File: src/design/pte_pkg.sv
// Shared types and constants for the pulse trigger / echo capture timer.
package pte_pkg;

    localparam int COUNT_WIDTH    = 16;
    localparam int PRESCALE_WIDTH = 16;
    localparam int CFG_WIDTH      = 16;
    localparam int CFG_IDX_WIDTH  = 1;

    localparam logic [PRESCALE_WIDTH-1:0] PRESCALER_DIV_RESET = PRESCALE_WIDTH'(46);
    localparam logic [COUNT_WIDTH-1:0]    COUNTER_TOP_RESET   = {COUNT_WIDTH{1'b1}};

    localparam logic [CFG_IDX_WIDTH-1:0] REG_PRESCALER_DIV = 1'b0;
    localparam logic [CFG_IDX_WIDTH-1:0] REG_COUNTER_TOP   = 1'b1;

    typedef enum logic [1:0] {
        MODE_TICK  = 2'd0,
        MODE_PULSE = 2'd1,
        MODE_ARM   = 2'd2
    } mode_t;

    typedef struct packed {
        logic [1:0]  mode;
        logic [15:0] pulse_counts;
        logic        edge_falling;
        logic        echo_level;
    } item_t;

    typedef struct packed {
        logic        trigger_level;
        logic        capture_event;
        logic        capture_flag;
        logic [15:0] captured_count;
        logic [15:0] counter_value;
    } result_t;

endpackage

File: src/design/pulse_trigger_echo_capture_timer.sv
// Top level: input register, timer core and result register.
//
// Pulse trigger / echo capture timer. Each input transfer is one timer
// event: a tick (tuser mode 0) advances the prescaler and counter and
// samples the echo level, a pulse command (mode 1) restarts the counter and
// raises the trigger until the counter reaches the pulse length, and an arm
// command (mode 2) selects the capture edge and clears the capture flag;
// mode 3 changes nothing. Every input transfer yields exactly one result
// transfer carrying the state after that item. The block sustains one item
// per clock while the downstream side does not stall: the item is held in
// an input register, the core then updates all timer state and loads the
// result register in the same cycle, so a result passes through the input
// register and the result register before it is presented; the state
// update loop in the core sets that rate. Both registers hand off while the
// downstream side takes the previous result, and hold when it stalls.
// Configuration writes (prescaler_div at index 0, counter_top at index 1)
// are meant to be made while idle.
module pulse_trigger_echo_capture_timer (
    input  logic                                 clk,
    input  logic                                 rst_n,
    // Configuration write port
    input  logic                                 cfg_we,
    input  logic [pte_pkg::CFG_IDX_WIDTH-1:0]    cfg_index,
    input  logic [pte_pkg::CFG_WIDTH-1:0]        cfg_data,
    // Input stream
    input  logic                                 s_axis_tvalid,
    output logic                                 s_axis_tready,
    input  logic [23:0]                          s_axis_tdata,  // pulse_counts[15:0], edge_falling, echo_level, zero pad
    input  logic [1:0]                           s_axis_tuser,  // mode
    // Result stream
    output logic                                 m_axis_tvalid,
    input  logic                                 m_axis_tready,
    output logic [39:0]                          m_axis_tdata   // trigger_level, capture_event, capture_flag, captured_count[15:0], counter_value[15:0], zero pad
);
    import pte_pkg::*;

    logic    in_valid_reg, in_valid_next;
    item_t   in_item_reg;
    logic    out_valid_reg, out_valid_next;
    result_t out_res_reg;
    result_t core_res;
    logic    advance;
    logic    step;
    logic    accept;

    // Result register frees up when empty or when its transfer completes.
    assign advance       = !out_valid_reg || m_axis_tready;
    assign step          = in_valid_reg && advance;
    assign s_axis_tready = !in_valid_reg || advance;
    assign accept        = s_axis_tvalid && s_axis_tready;

    always_comb
    begin
        in_valid_next = in_valid_reg;
        if (accept)
            in_valid_next = 1'b1;
        else if (step)
            in_valid_next = 1'b0;
    end

    always_comb
    begin
        out_valid_next = out_valid_reg;
        if (step)
            out_valid_next = 1'b1;
        else if (m_axis_tready)
            out_valid_next = 1'b0;
    end

    always_ff @(posedge clk or negedge rst_n)
    begin
        if (!rst_n)
        begin
            in_valid_reg  <= 1'b0;
            out_valid_reg <= 1'b0;
        end
        else
        begin
            in_valid_reg  <= in_valid_next;
            out_valid_reg <= out_valid_next;
        end
    end

    // Capture the incoming transfer.
    always_ff @(posedge clk)
    begin
        if (accept)
        begin
            in_item_reg.mode         <= s_axis_tuser;
            in_item_reg.pulse_counts <= s_axis_tdata[15:0];
            in_item_reg.edge_falling <= s_axis_tdata[16];
            in_item_reg.echo_level   <= s_axis_tdata[17];
        end
    end

    pte_core u_core (
        .clk       (clk),
        .rst_n     (rst_n),
        .cfg_we    (cfg_we),
        .cfg_index (cfg_index),
        .cfg_data  (cfg_data),
        .step      (step),
        .item      (in_item_reg),
        .result    (core_res)
    );

    // Hold the result until it is taken.
    always_ff @(posedge clk)
    begin
        if (step)
            out_res_reg <= core_res;
    end

    assign m_axis_tvalid = out_valid_reg;
    assign m_axis_tdata  = {5'b0,
                            out_res_reg.counter_value,
                            out_res_reg.captured_count,
                            out_res_reg.capture_flag,
                            out_res_reg.capture_event,
                            out_res_reg.trigger_level};

    a_step_delivers: assert property (@(posedge clk) disable iff (!rst_n)
        step |=> out_valid_reg)
        else $error("processed item produced no result");

    a_event_sets_flag: assert property (@(posedge clk) disable iff (!rst_n)
        out_valid_reg && out_res_reg.capture_event |-> out_res_reg.capture_flag)
        else $error("capture event without capture flag");

    a_item_held: assert property (@(posedge clk) disable iff (!rst_n)
        in_valid_reg && !advance |=> in_valid_reg && $stable(in_item_reg))
        else $error("pending item dropped while result stalled");

endmodule

File: src/design/pte_core.sv
// Timer state and per-item update: prescaler, counter, compare and capture.
module pte_core (
    input  logic                                 clk,
    input  logic                                 rst_n,
    input  logic                                 cfg_we,
    input  logic [pte_pkg::CFG_IDX_WIDTH-1:0]    cfg_index,
    input  logic [pte_pkg::CFG_WIDTH-1:0]        cfg_data,
    input  logic                                 step,
    input  pte_pkg::item_t                       item,
    output pte_pkg::result_t                     result
);
    import pte_pkg::*;

    logic [PRESCALE_WIDTH-1:0] div_reg;
    logic [COUNT_WIDTH-1:0]    top_reg;

    logic [PRESCALE_WIDTH-1:0] pre_reg, pre_next;
    logic [COUNT_WIDTH-1:0]    count_reg, count_next;
    logic [COUNT_WIDTH-1:0]    cmp_reg, cmp_next;
    logic [COUNT_WIDTH-1:0]    cap_reg, cap_next;
    logic                      trig_reg, trig_next;
    logic                      armed_reg, armed_next;
    logic                      fall_sel_reg, fall_sel_next;
    logic                      flag_reg, flag_next;
    logic                      echo_reg, echo_next;
    logic                      event_now;

    logic hit;
    logic [COUNT_WIDTH-1:0] count_adv;
    logic [PRESCALE_WIDTH-1:0] pre_adv;

    // Edge detect on the sampled echo level.
    assign hit = fall_sel_reg ? (echo_reg && !item.echo_level)
                              : (!echo_reg && item.echo_level);

    always_comb
    begin
        if (pre_reg >= div_reg)
        begin
            pre_adv   = '0;
            count_adv = (count_reg >= top_reg) ? '0 : count_reg + COUNT_WIDTH'(1);
        end
        else
        begin
            pre_adv   = pre_reg + PRESCALE_WIDTH'(1);
            count_adv = count_reg;
        end
    end

    always_comb
    begin
        pre_next      = pre_reg;
        count_next    = count_reg;
        cmp_next      = cmp_reg;
        cap_next      = cap_reg;
        trig_next     = trig_reg;
        armed_next    = armed_reg;
        fall_sel_next = fall_sel_reg;
        flag_next     = flag_reg;
        echo_next     = echo_reg;
        event_now     = 1'b0;
        unique case (item.mode)
            MODE_TICK:
            begin
                if (hit)
                begin
                    cap_next  = count_reg;
                    flag_next = 1'b1;
                    event_now = 1'b1;
                end
                echo_next  = item.echo_level;
                pre_next   = pre_adv;
                count_next = count_adv;
                if (armed_reg && count_adv == cmp_reg)
                begin
                    trig_next  = 1'b0;
                    armed_next = 1'b0;
                end
            end
            MODE_PULSE:
            begin
                count_next = '0;
                pre_next   = '0;
                trig_next  = 1'b1;
                cmp_next   = COUNT_WIDTH'(item.pulse_counts);
                armed_next = 1'b1;
            end
            MODE_ARM:
            begin
                fall_sel_next = item.edge_falling;
                flag_next     = 1'b0;
            end
            default:
            begin
                event_now = 1'b0;
            end
        endcase
    end

    always_comb
    begin
        result.trigger_level  = trig_next;
        result.capture_event  = event_now;
        result.capture_flag   = flag_next;
        result.captured_count = 16'(cap_next);
        result.counter_value  = 16'(count_next);
    end

    always_ff @(posedge clk or negedge rst_n)
    begin
        if (!rst_n)
        begin
            div_reg <= PRESCALER_DIV_RESET;
            top_reg <= COUNTER_TOP_RESET;
        end
        else if (cfg_we)
        begin
            unique case (cfg_index)
                REG_PRESCALER_DIV: div_reg <= PRESCALE_WIDTH'(cfg_data);
                REG_COUNTER_TOP:   top_reg <= COUNT_WIDTH'(cfg_data);
                default:           div_reg <= div_reg;
            endcase
        end
    end

    always_ff @(posedge clk or negedge rst_n)
    begin
        if (!rst_n)
        begin
            pre_reg      <= '0;
            count_reg    <= '0;
            cmp_reg      <= '0;
            cap_reg      <= '0;
            trig_reg     <= 1'b0;
            armed_reg    <= 1'b0;
            fall_sel_reg <= 1'b0;
            flag_reg     <= 1'b0;
            echo_reg     <= 1'b0;
        end
        else if (step)
        begin
            pre_reg      <= pre_next;
            count_reg    <= count_next;
            cmp_reg      <= cmp_next;
            cap_reg      <= cap_next;
            trig_reg     <= trig_next;
            armed_reg    <= armed_next;
            fall_sel_reg <= fall_sel_next;
            flag_reg     <= flag_next;
            echo_reg     <= echo_next;
        end
    end

    a_pulse_clears: assert property (@(posedge clk) disable iff (!rst_n)
        step && item.mode == MODE_PULSE |=> count_reg == '0 && trig_reg && armed_reg)
        else $error("pulse command did not restart the counter");

    a_trig_fall_armed: assert property (@(posedge clk) disable iff (!rst_n)
        $fell(trig_reg) |-> $past(armed_reg) && !armed_reg)
        else $error("trigger fell without an armed compare");

    a_count_idle: assert property (@(posedge clk) disable iff (!rst_n)
        !step |=> $stable(count_reg) && $stable(cap_reg))
        else $error("timer state moved without an item");

endmodule
File: config.mk
export PLATFORM = sky130hd
export DESIGN_NAME = pulse_trigger_echo_capture_timer
export DESIGN_NICKNAME = d
export VERILOG_FILES = /design/src/design/pte_pkg.sv /design/src/design/pulse_trigger_echo_capture_timer.sv /design/src/design/pte_core.sv
export SDC_FILE = /design/constraint.sdc
export NUM_CORES = 1
export LEC_CHECK = 0
export BUFFER_PORTS_ARGS = -buffer_cell sky130_fd_sc_hd__buf_2
export CAP_MARGIN = 20
export CORE_ASPECT_RATIO = 0.75
export CORE_MARGIN = 4
export CORE_UTILIZATION = 64
export CTS_CLUSTER_DIAMETER = 150
export DETAILED_ROUTE_END_ITERATION = 8
export PLACE_DENSITY_LB_ADDON = 0.12
export RECOVER_POWER = 25
export SYNTH_ARGS = -nofsm -noshare
export SYNTH_HDL_FRONTEND = slang
export SYNTH_SLANG_ARGS = --single-unit
File: constraint.sdc
create_clock -name clk -period 7.08 [get_ports clk]
set_input_delay 1.416 -clock clk [delete_from_list [all_inputs] [get_ports clk]]
set_output_delay 1.416 -clock clk [all_outputs]
set_load 0.02 [all_outputs]
==> impl_results.md, run 1 <==
* Clock buffer depth at 2
* Drt wl/cell at 19.0 µm
* Post-route minimum period at 4620 ps
* Largest register FFs at 35
* Initial antenna violation count at 0
* Fraction of layout cells with a size suffix above 1 at 20.8%
* WP data required at 7250 ps
* Rows at 35
* Max-cap violations at 1
* Crit. End Element: register
* H-tree depth at 4
* Gr ovfl total at 0
* Cell taking the most area after synthesis: dfrtp_1
* CP bufs+invs at 2
* Number of global-route vias before repair at 6246
* Antenna cells at 0
* Pre-antenna DRT Iters at 5
* Final setup TNS at 0 ps
* Synth top area share at 25.5%
* I/O pin total at 90
* IO buf count at 78
* Count leader, synth: nand2_1
* Main synth FF type: dfrtp_1
* Chip height at 106 µm
* Hold buffer count at CTS at 0
* FFs w/ async S/R, synth at 65.2%
* Worst-Skew Late Latency at 420 ps
* GP Congestion at 0.960
* Register area share after synthesis at 52.2%
* Vias at 6500
* Failing checks: capacitance limit, slew limit
* Power, Total at 2.67 mW
* Crit Path Class: reg -> reg
* Die area at 0.0146 mm²
* Hold Fails Final Rpt at 0
* Syn Std Cell Area at 0.00815 mm²
* Status: finished with violations
* Nets@finish at 946
* Setup Viol. Count Final at 0
* Crit share post-route at 65.3%
* Worst slew margin at -53.4%
* CP startpoint kind: register
* Synth Instances at 804
* Initial Util at 65.8%
* Synth cell types at 63
* Core area at 0.0124 mm²
* DR iter-0 viols at 761
* Slew @ Worst Pin at 2300 ps
* Final wirelength at 19800 µm
* Worst min-delay path category: reg -> reg
* Max VDD drop at 0.000202 V
* Pwr dens at 292 mW/mm²
* Clock root buffer: clkbuf_16
* EDFF count, synth at 55
* Die X-Extent at 138 µm
* Commonest cells post-synth: nand2_1, o21ai_0, dfrtp_1, edfxtp_1, inv_1
* Seq cells post-synth at 158
* Leakage at 3.95 nW
* Total CTS buffers at 17
* Max Clock Freq at 216 MHz
* Tot GR Track Use at 27.5%
* Detail Route Antenna Nets at 0
* Post-CTS Resized at 0
* CP Max Fanout at 10
* Syn Area/Cell at 10.1 µm²
* Worst-path clk slew at 60 ps
* CP max stage cell: a2111oi_0
* CTS Sinks at 158
* Pins Over Slew Limit at 42
* Final core utilization at 73.7%
* Max incr delay on CP at 750 ps
* Clk_skew at 7.85 ps
* Worst EP arrival at 4790 ps
* TritonCTS clock tree: yes
* Yosys Warn Count at 0
* Area grow syn2layout at 12.1%
* Top Family by Delay on Critical Path: compound AO/OA/AOI/OAI gates
* Largest net degree at the start of global routing at 64
* Synth area leaders: dfrtp_1, edfxtp_1, dfstp_2
* RSZ-0062 raised after global routing: no
* Crit path top cell by count: a2111oi_0
* Crit-path cells: inv_1 > ha_1 > nand2b_1 > a2111oi_0 > o31ai_1 > a21oi_1 > buf_4 > mux2i_1 > o2111ai_1 > a2111oi_0 > and4_1 > o21ai_1
* Dpl hpwl at 14100 µm
* Setup bufs post-CTS at 0
* First-pass GRT wire length at 32100 µm
* Vias per cell at 6.23
* DRC at 0
## cells by family after synthesis
group                    Yosys count  share of synthesized area, %
flip-flops                       158                          52.2
AND/OR/NAND/NOR                  267                          16.0
buffers and inverters             97                          4.89
adder cells (fa/ha/maj)           34                          5.22
AO/OA/AOI/OAI                    202                          15.6
multiplexers                      42                          5.75
XOR/XNOR                           3                         0.322
other                              1                        0.0460
## layout make-up
type / count / area, µm²
Clock buffer: 19 / 433
Clock inverter: 13 / 105
Fill cell: 865 / 3260
Inverter: 49 / 184
Multi-Input combinational cell: 553 / 3520
Sequential cell: 158 / 4250
Tap cell: 166 / 208
Timing Repair Buffer: 85 / 438
## cells in the final DEF (no fill, tap or decap), types with 11 or more instances in the layout
cell type	instances
a211oi_1	11
a21oi_1	12
a31oi_1	13
and3_1	12
buf_2	77
clkbuf_16	17
dfrtp_1	83
dfstp_2	20
edfxtp_1	55
ha_1	34
inv_1	48
mux2_2	39
nand2_1	138
nand3_1	22
nand4_1	13
nor2_1	23
o21ai_0	87
o22ai_1	28
## where the power goes
part | switching (mW) | internal, mW | total, mW
Sequential | 0.131 | 1.11 | 1.24
Clock | 0.386 | 0.457 | 0.843
Combinational | 0.353 | 0.236 | 0.589
Total | 0.870 | 1.80 | 2.67
## metrics by stage
step                std cells  hold slack, ps  worst slack, ps  area, µm²
floorplan                 808             440             3620       8170
detailed placement       1010             466             2720       8600
global route             1043             498             2140       9140
CTS                      1042             476             2650       9140
finish                   1043             476             2460       9140
global placement         1010             457             2820       8600
## layer usage
layer / GRT usage [%] / part of all wire (%) / up-vias / routed length, µm
met5: 0 / 0 / - / 0
li1: - / - / 3033 / -
met2: 42.3 / 45 / 330 / 8900
met1: 39.4 / 45 / 3098 / 8860
met4: 7.97 / 1.6 / 0 / 321
met3: 6.35 / 8.8 / 39 / 1750
## worst paths after layout
kind,from,cells after the start,slack [ps],end
max in group asynchronous,rst_n,2,3620,u_core.div_reg[11]$_DFFE_PN0P_
setup / recovery,u_core.count_reg[0]$_DFFE_PN0P_,12,2460,m_axis_tdata[0]$_DFFE_PP_
setup reg to reg,u_core.count_reg[0]$_DFFE_PN0P_,12,2460,m_axis_tdata[0]$_DFFE_PP_
hold reg to reg,in_item_reg[5]$_DFFE_PP_,1,480,u_core.cmp_reg[3]$_DFFE_PN0P_
min in group asynchronous,rst_n,1,1670,in_valid_reg$_DFFE_PN0P_
hold / removal,in_item_reg[5]$_DFFE_PP_,1,480,u_core.cmp_reg[3]$_DFFE_PN0P_
## worst register-to-register path, stage by stage (launching register included)
cell and delay [ps]:
dfrtp_1 530, inv_1 220, ha_1 340, nand2b_1 170, a2111oi_0 750, o31ai_1 240, a21oi_1 550, buf_4 280
mux2i_1 200, o2111ai_1 120, a2111oi_0 530, and4_1 350, o21ai_1 100
Power figures use the tool's default switching activity.
==> inputs of run 2 (changes only) <==
--- a/config.mk
+++ b/config.mk
@@ -9,7 +9,7 @@
 export CAP_MARGIN = 20
 export CORE_ASPECT_RATIO = 0.75
 export CORE_MARGIN = 4
-export CORE_UTILIZATION = 64
+export CORE_UTILIZATION = 53
 export CTS_CLUSTER_DIAMETER = 150
 export DETAILED_ROUTE_END_ITERATION = 8
 export PLACE_DENSITY_LB_ADDON = 0.12
==> constraint.sdc (replaced) <==
create_clock -name clk -period 4.2 [get_ports clk]
set_input_delay 0.84 -clock clk [delete_from_list [all_inputs] [get_ports clk]]
set_output_delay 0.84 -clock clk [all_outputs]
set_load 0.02 [all_outputs]
==> impl_results.md, run 2 (same netlist as run 1, synthesis figures left out) <==
* Status: finished with violations
* Failing checks: capacitance limit, slew limit
* Hold buffer count at CTS at 0
* TritonCTS clock tree: yes
* Worst-path clk slew at 70 ps
* Max-cap violations at 3
* Post-route setup slack at 432 ps
* Nets@finish at 965
* Total CTS buffers at 17
* Max VDD drop at 0.000475 V
* Placed Cells incl. Taps at 1063
* Commonest non-fill, non-tap cell in the layout: nand2_1
* Final wirelength at 21100 µm
* Initial Util at 55.1%
* Clock buffer depth at 2
* Largest net degree at the start of global routing at 46
* DRC at 0
* Worst-Skew Late Latency at 430 ps
* Dpl hpwl at 15200 µm
* CTS Sinks at 158
* Core area at 0.0148 mm²
* Worst min-delay path category: reg -> reg
* Reg area at 0.00425 mm²
* Pins Over Slew Limit at 108
* Placement Cell Area at 0.00880 mm²
* Hold Fails Final Rpt at 0
* Antenna cells at 0
* Hold path cells at 2
* Vias per cell at 5.94
* Number of global-route vias before repair at 6415
* Finished Cell Area at 0.00941 mm²
* Fraction of layout cells with a size suffix above 1 at 22.5%
* Clock root buffer: clkbuf_16
* Drt wl/cell at 19.3 µm
* Post-CTS Resized at 0
* First-pass GRT wire length at 34000 µm
* Slew @ Worst Pin at 2110 ps
* RSZ-0062 raised after global routing: no
* Pwr dens at 500 mW/mm²
* Multi-input logic area at 0.00352 mm²
* WP data required at 4370 ps
* Detail Route Antenna Nets at 0
* Initial antenna violation count at 0
* Crit share post-route at 89.7%
* Power, Total at 4.70 mW
* Fill count at 1244
* Gr ovfl total at 0
* Die X-Extent at 151 µm
* Die area at 0.0175 mm²
* DR iter-0 viols at 632
* Setup Viol. Count Final at 0
* GP Congestion at 0.942
* Crit. End Element: register
* Pre-antenna DRT Iters at 5
* H-tree depth at 4
* Area grow syn2layout at 15.4%
* Crit Path Class: reg -> reg
* Leakage at 4.08 nW
* CP Max Fanout at 13
* Clk_skew at 9.24 ps
* Tot GR Track Use at 25.4%
* Post-route minimum period at 3770 ps
* Worst EP arrival at 3940 ps
* Chip height at 115 µm
* Worst slew margin at -40.3%
* IO buf count at 78
* Rows at 38
* Largest register FFs at 35
* I/O pin total at 90
* Setup bufs post-CTS at 0
* Worst R2R Path Depth at 12
* Finished Layout Cells at 1096
* Final setup TNS at 0 ps
* Max Clock Freq at 265 MHz
* CP startpoint kind: register
* Vias at 6506
* Most frequent cells in the layout: nand2_1, o21ai_0, dfrtp_1
* Place WS at 437 ps
==> run 2: stage by stage <==
step                      util, %  hold slack [ps]
after floorplan                 -              440
after global placement       59.5              457
after detailed placement     59.5              469
after CTS                    63.6              322
after global routing         63.6              498
final                        63.6              479
==> run 2: area by class of cell <==
cell class | instances | share of cell area, %
clock buffer | 17 | 4.52
clock inverter | 15 | 1.98
inverter | 49 | 1.96
multi-input combinational | 553 | 37.4
sequential | 158 | 45.2
tap | 200 | 2.66
timing repair buffer | 104 | 6.26
==> run 2: layer usage <==
| metal | GRT usage (%) | wire length (µm) |
|---|---|---|
| met5 | 0 | 0 |
| met4 | 8.39 | 484 |
| met3 | 5.55 | 1720 |
| met2 | 37.8 | 9090 |
| met1 | 37.2 | 9820 |
==> run 2: path summary, 6_finish.rpt <==
check	startpoint	endpoint	slack, ps
max	u_core.count_reg[0]$_DFFE_PN0P_	m_axis_tdata[0]$_DFFE_PP_	430
max reg2reg	u_core.count_reg[0]$_DFFE_PN0P_	m_axis_tdata[0]$_DFFE_PP_	430
min reg2reg	u_core.flag_reg$_DFFE_PN0P_	u_core.flag_reg$_DFFE_PN0P_	480
max in group asynchronous	rst_n	u_core.cap_reg[15]$_DFFE_PN0P_	750
min	u_core.flag_reg$_DFFE_PN0P_	u_core.flag_reg$_DFFE_PN0P_	480
min in group asynchronous	rst_n	in_valid_reg$_DFFE_PN0P_	790
==> run 2: worst max-delay path: stages, from the launching register on <==
cell and delay (ps):
dfrtp_1 380, inv_1 160, ha_1 250, nand2b_1 140, a2111oi_0 530, buf_4 210, o31ai_1 110, a21o_1 390
nor4b_1 450, o21ai_0 140, a2111oi_0 340, and4_1 320, o21ai_1 90
==> run 2: report_power, final <==
part | internal [mW] | switching (mW)
Combinational | 0.415 | 0.603
Clock | 0.945 | 0.651
Sequential | 1.87 | 0.219
